--- config.mk ---
export PLATFORM = sky130hd
export DESIGN_NAME = hstk_cmp
export DESIGN_NICKNAME = d
export VERILOG_FILES = /design/src/design/hstk_pkg.sv /design/src/design/hstk_cmp.sv
export SDC_FILE = /design/constraint.sdc
export NUM_CORES = 1
export LEC_CHECK = 0
export BUFFER_PORTS_ARGS = -buffer_cell sky130_fd_sc_hd__buf_2
export CORE_AREA = 3 3 51 53
export DETAILED_ROUTE_END_ITERATION = 7
export DIE_AREA = 0 0 54 56
export PLACE_DENSITY = 0.88
export SETUP_SLACK_MARGIN = 0.2
export SLEW_MARGIN = 25
export SYNTH_ARGS = -nofsm -noshare
export SYNTH_HDL_FRONTEND = slang
export SYNTH_SLANG_ARGS = --single-unit
--- constraint.sdc ---
create_clock -name vclk -period 1.77
set_input_delay 0.2655 -clock vclk [all_inputs]
set_output_delay 0.2655 -clock vclk [all_outputs]
set_load 0.1 [all_outputs]
--- src/design/hstk_pkg.sv ---
// Shared types and constants for the heap sort key/tag unit.
// No dependencies; imported by every module of the block.
`default_nettype none

package hstk_pkg;

  localparam int HSTK_DEPTH = 1024;
  localparam int KEY_W      = 32;
  localparam int TAG_W      = 16;

  localparam logic MODE_LOAD = 1'b0;
  localparam logic MODE_READ = 1'b1;

  typedef logic signed [KEY_W-1:0] key_t;
  typedef logic        [TAG_W-1:0] tag_t;

  typedef struct packed {
    key_t key;
    tag_t tag;
  } entry_t;

endpackage

`default_nettype wire

--- src/design/hstk_cmp.sv ---
// Shared signed key comparator used by every sift step.
// Depends on hstk_pkg for the key type.
`default_nettype none

module hstk_cmp
  import hstk_pkg::*;
(
  input  wire key_t a,
  input  wire key_t b,
  output logic      lt
);

  assign lt = (a < b);

endmodule

`default_nettype wire

==> results of run 1 <==
cells in the final DEF (no fill, tap or decap), drive strengths merged:
cell    count
a211o       1
a211oi      1
a21boi      1
a21o        3
a21oi       8
a22o        1
a311oi      1
a31oi       2
and3        2
buf        71
ha         31
inv        31
mux2i       1
nand2       3
nand2b      1
nand3       6
nand4       5
nor2        3
nor3        1
o21ai       4
o21bai      1
or4b        1
stage by stage:
| stage | util | instance area [um^2] | hold WS [ns] | total power [W] | worst slack (ns) |
|---|---|---|---|---|---|
| floorplan | - | 915 | 0.938 | 0.000182 | -0.534 |
| global placement | 0.609 | 1340 | 1.08 | 0.000309 | -0.438 |
| detailed placement | 0.609 | 1340 | 1.09 | 0.000319 | -0.490 |
| CTS | 0.613 | 1340 | 1.09 | 0.000323 | -0.455 |
| global route | 0.626 | 1370 | 1.11 | 0.000372 | -0.547 |
| finish | 0.626 | 1370 | 1.09 | 0.000329 | -0.455 |
per-layer routing:
metal,up-vias,wire length [um],GRT usage
met4,0,19,0.0142
met3,2,125,0.00268
met2,26,1190,0.253
met1,431,793,0.151
li1,520,-,-
met5,-,0,0
where the power goes:
part	internal (W)	total, W	switching [W]	leakage (nW)
combinational	0.000178	0.000329	0.000150	0.804
sequential	0	0	0	0
clock	0	0	0	0
logic make-up after synthesis:
| logic type | Yosys count | share of synthesized area |
|---|---|---|
| muxes | 1 | 0.0127 |
| adders and majority gates | 31 | 0.491 |
| AOI/OAI and AO/OA | 23 | 0.197 |
| and+or+nand+nor | 22 | 0.152 |
| buffers and inverters | 31 | 0.147 |
cells in the mapped netlist:
cell type	count	area, um^2
nand2_1	3	11.3
o21ai_0	3	15.0
nand4_1	5	31.3
a311oi_2	1	15.0
ha_1	31	388
a21o_1	3	22.5
and3_1	2	12.5
or4b_1	1	10.0
a31oi_1	2	12.5
a211oi_2	1	12.5
a211o_1	1	8.76
nor2_2	1	6.26
a22o_1	1	8.76
nand2b_1	1	6.26
a21boi_1	1	7.51
a21oi_1	8	40.0
mux2i_1	1	10.0
nand3_1	6	30.0
nor3_1	1	5.00
o21bai_1	1	7.51
o21ai_1	1	5.00
nor2_1	2	7.51
inv_1	31	116
path summary, 6_finish.rpt:
check,start,endpoint,slack [ns],depth (start not counted)
worst max-delay path,a[22],lt,-0.45,9
worst min-delay path,a[30],lt,1.09,5
final cells by class:
| class | instances | share of cell area |
|---|---|---|
| tap | 28 | 0.0255 |
| multi-input combinational | 77 | 0.594 |
| timing repair buffer | 71 | 0.290 |
| inverter | 31 | 0.0902 |
repair_timing:
item / 4_1_cts / 5_1_grt
endpoints found under the setup margin: 1 / 1
pin swaps: 6 / 7
resized for setup: 2 / 5
worst max-delay path, stage by stage:
cell and delay [ns]:
buf_6 0.10, ha_4 0.25, a21oi_4 0.13, a21boi_2 0.06, o21bai_1 0.15, a31oi_1 0.10, or4b_4 0.53, mux2i_4 0.18
buf_12 0.19
==> impl_metrics.toml, run 1 <==
[run_status]
status = "finished with violations"
violations = "negative setup slack"

[critical_path]
critPathArrivalTime_ns = 1.96
required_ns = 1.50
crit_type = "primary input to output port"
crit_path_end_kind = "output port"
crit_path_start_kind = "primary input"
crit_fanout = 3

[finish]
nFlopsAndLatches = 0
drive_gt1_frac = 0.536
nFillCells = 200
fin_cells = 207
regArea_um2 = 0
clock_buffers = 0
area_delta_synth_final_pct = 73.9
multiInputGateArea_um2 = 816
layout.nets = 276
antennaDiodeCount = 0

[placement]
gp_congestion = 0.740
dpl.hpwl_um = 2030
port_buffers = 65
placedCellCount = 207

[die]
coreArea_um2 = 2190
chipWidth_um = 54
rows = 17
die_area_um2 = 3020
start_util = 0.360
num_io_pins = 65
die_h_um = 56

[timing]
rsz0062_at_grt = "yes"
post-route-period-util = 1.26
slew-limit-headroom = 0.861
fin_crit_ns = 2.22
final-hold-violation-count = 0
timing.fmax_mhz = 449
drv_slew = 0
fin_ws_ns = -0.455
tightestPinTransition_ns = 0.206
setup_viol = 1
fin_setup_tns_ns = -0.455

[cts]
post_cts_buffers = 0
hold_buffers = 0

[power_and_ir_drop]
peakVddDrop_mv = 0.183
p_per_area_nw_per_um2 = 239
p_leak_nw = 0.804

[route]
route.detailed.wl_per_inst_um = 10.3
dr.pass1.iters = 3
antenna_left = 0
drt_iter0_markers = 5
drc = 0
routed_wl_um = 2120
viasPerCell = 4.73
vias = 979

[global_routing]
grt_pass1_vias = 900
grt_max_degree = 5
antenna_found_initial = 0
grt_pass1_wl_um = 3240
grt-ovfl-total = 0
grtUsageTotal = 0.129

[synth]
ys_warn_count = 0
synth_nets = 203
syn_area_um2 = 790
yosysSeqAreaShare = 0
syn_inst = 108
netlist-cell-type-count = 23
syn_avg_cell_area_um2 = 7.31

[job]
maxCapViolations = 0

[min_path]
hold_path_class = "primary input to output port"
No activity file was read; power rests on OpenSTA's default activity.
==> inputs of run 2 (changes only) <==
--- a/config.mk
+++ b/config.mk
@@ -13,2 +13,3 @@
 export SETUP_SLACK_MARGIN = 0.2
+export SKIP_LAST_GASP = 1
 export SLEW_MARGIN = 25
==> constraint.sdc (replaced) <==
create_clock -name vclk -period 1.77
set_input_delay 0.2655 -clock vclk [all_inputs]
set_output_delay 0.2655 -clock vclk [all_outputs]
set_load 0.05 [all_outputs]
==> run 2 against run 1 <==
Net effect: the run still ends with negative setup slack left; clock-buffer cell count unchanged; wire length grew 3.3%; sequential share of layout area did not move; die area unchanged; global-route usage increased by 1.0 points; final cell count did not move; combinational power decreased by 5%; maximum frequency increased by 3.6%; largest cell class unchanged; largest power group unchanged; highest routed layer is now met3.
==> impl_metrics.toml, run 2 (same netlist as run 1, synthesis figures left out) <==
[run_status]
status = "finished with violations"
violations = "negative setup slack"

[placement]
dpl.hpwl_um = 2000
port_buffers = 65
place_ws_ns = -0.508
gp_congestion = 0.727

[timing]
drv_slew = 0
tightestPinTransition_ns = 0.223
setup_viol = 1
timing.fmax_mhz = 466
rsz0062_at_grt = "yes"
fin_crit_ns = 2.15
fin_ws_ns = -0.378
fin_setup_tns_ns = -0.378
final-hold-violation-count = 0
slew-limit-headroom = 0.850
whs_ns = 1.06
post-route-period-util = 1.21

[power_and_ir_drop]
p_per_area_nw_per_um2 = 230
power_w = 0.000313
p_leak_nw = 0.797
peakVddDrop_mv = 0.157

[die]
die_area_um2 = 3020
rows = 17
start_util = 0.360
die_h_um = 56
num_io_pins = 65
coreArea_um2 = 2190
chipWidth_um = 54

[job]
maxCapViolations = 0

[global_routing]
grt-ovfl-total = 0
grt_pass1_wl_um = 3440
grt_pass1_vias = 916
grt_max_degree = 5
grtUsageTotal = 0.139
antenna_found_initial = 0

[min_path]
min_to = "lt"
hold_start = "a[30]"
hold_depth = 5
hold_path_class = "primary input to output port"

[finish]
layout.nets = 276
multiInputGateArea_um2 = 823
area_delta_synth_final_pct = 72.9
regArea_um2 = 0
nFillCells = 201
final_common_cell = "buf_2"
antennaDiodeCount = 0
final_util = 0.623
drive_gt1_frac = 0.542
nFlopsAndLatches = 0
most-common-layout-cells = "buf_2, inv_1, ha_1"
clock_buffers = 0

[route]
routed_wl_um = 2200
drt_iter0_markers = 7
vias = 967
route.detailed.wl_per_inst_um = 10.6
antenna_left = 0
dr.pass1.iters = 2
drc = 0
viasPerCell = 4.67

[critical_path]
crit_path_start_kind = "primary input"
required_ns = 1.50
crit_path_end_kind = "output port"
critPathArrivalTime_ns = 1.88
crit_type = "primary input to output port"
crit_fanout = 2

[cts]
hold_buffers = 0
post_cts_buffers = 0
==> run 2: cell counts in the layout (fill, tap and decap cells not counted) <==
No cell type changed its count.
==> run 2: cell type report <==
class	count	share of cell area
multi-input cells	77	0.603
inverters	31	0.0907
repair buffers	71	0.280
well taps	28	0.0257
==> run 2: worst max-delay path by stage <==
stage,startpoint,to,slack [ns],depth (start not counted)
final,a[15],lt,-0.38,9
after global routing,b[22],lt,-0.43,10
after CTS,b[22],lt,-0.39,10
after detailed placement,a[22],lt,-0.51,9
after global placement,a[2],lt,-0.48,9
after floorplan,b[22],lt,-0.27,8
==> run 2: timing repair <==
item	CTS	global route
gates resized for setup	6	3
endpoints found under the setup margin	1	1
pin swaps	9	7
==> run 2: layer usage <==
metal  up-vias  global-route usage  wire length, um
li1        518                   -                -
met1       425               0.159              817
met2        24               0.285             1260
met3         0                   0              122
met4         0                   0                0
met5         -                   0                0
==> run 2: stage by stage <==
step | instances | instance area, um^2
after floorplan | 108 | 915
after global placement | 207 | 1320
after detailed placement | 207 | 1320
after CTS | 207 | 1340
after global routing | 207 | 1370
final | 207 | 1370
==> run 2: critical path: stages <==
cell      delay (ns)
buf_2           0.10
ha_1            0.29
nand4_1         0.13
nor2_2          0.06
a211o_1         0.30
a311oi_2        0.27
o21ai_2         0.12
mux2i_4         0.19
buf_6           0.15
==> run 2: power breakdown <==
group          internal [W]  switching, W  total (W)
Combinational      0.000174      0.000139   0.000313
Clock                     0             0          0
Sequential                0             0          0
Total              0.000174      0.000139   0.000313
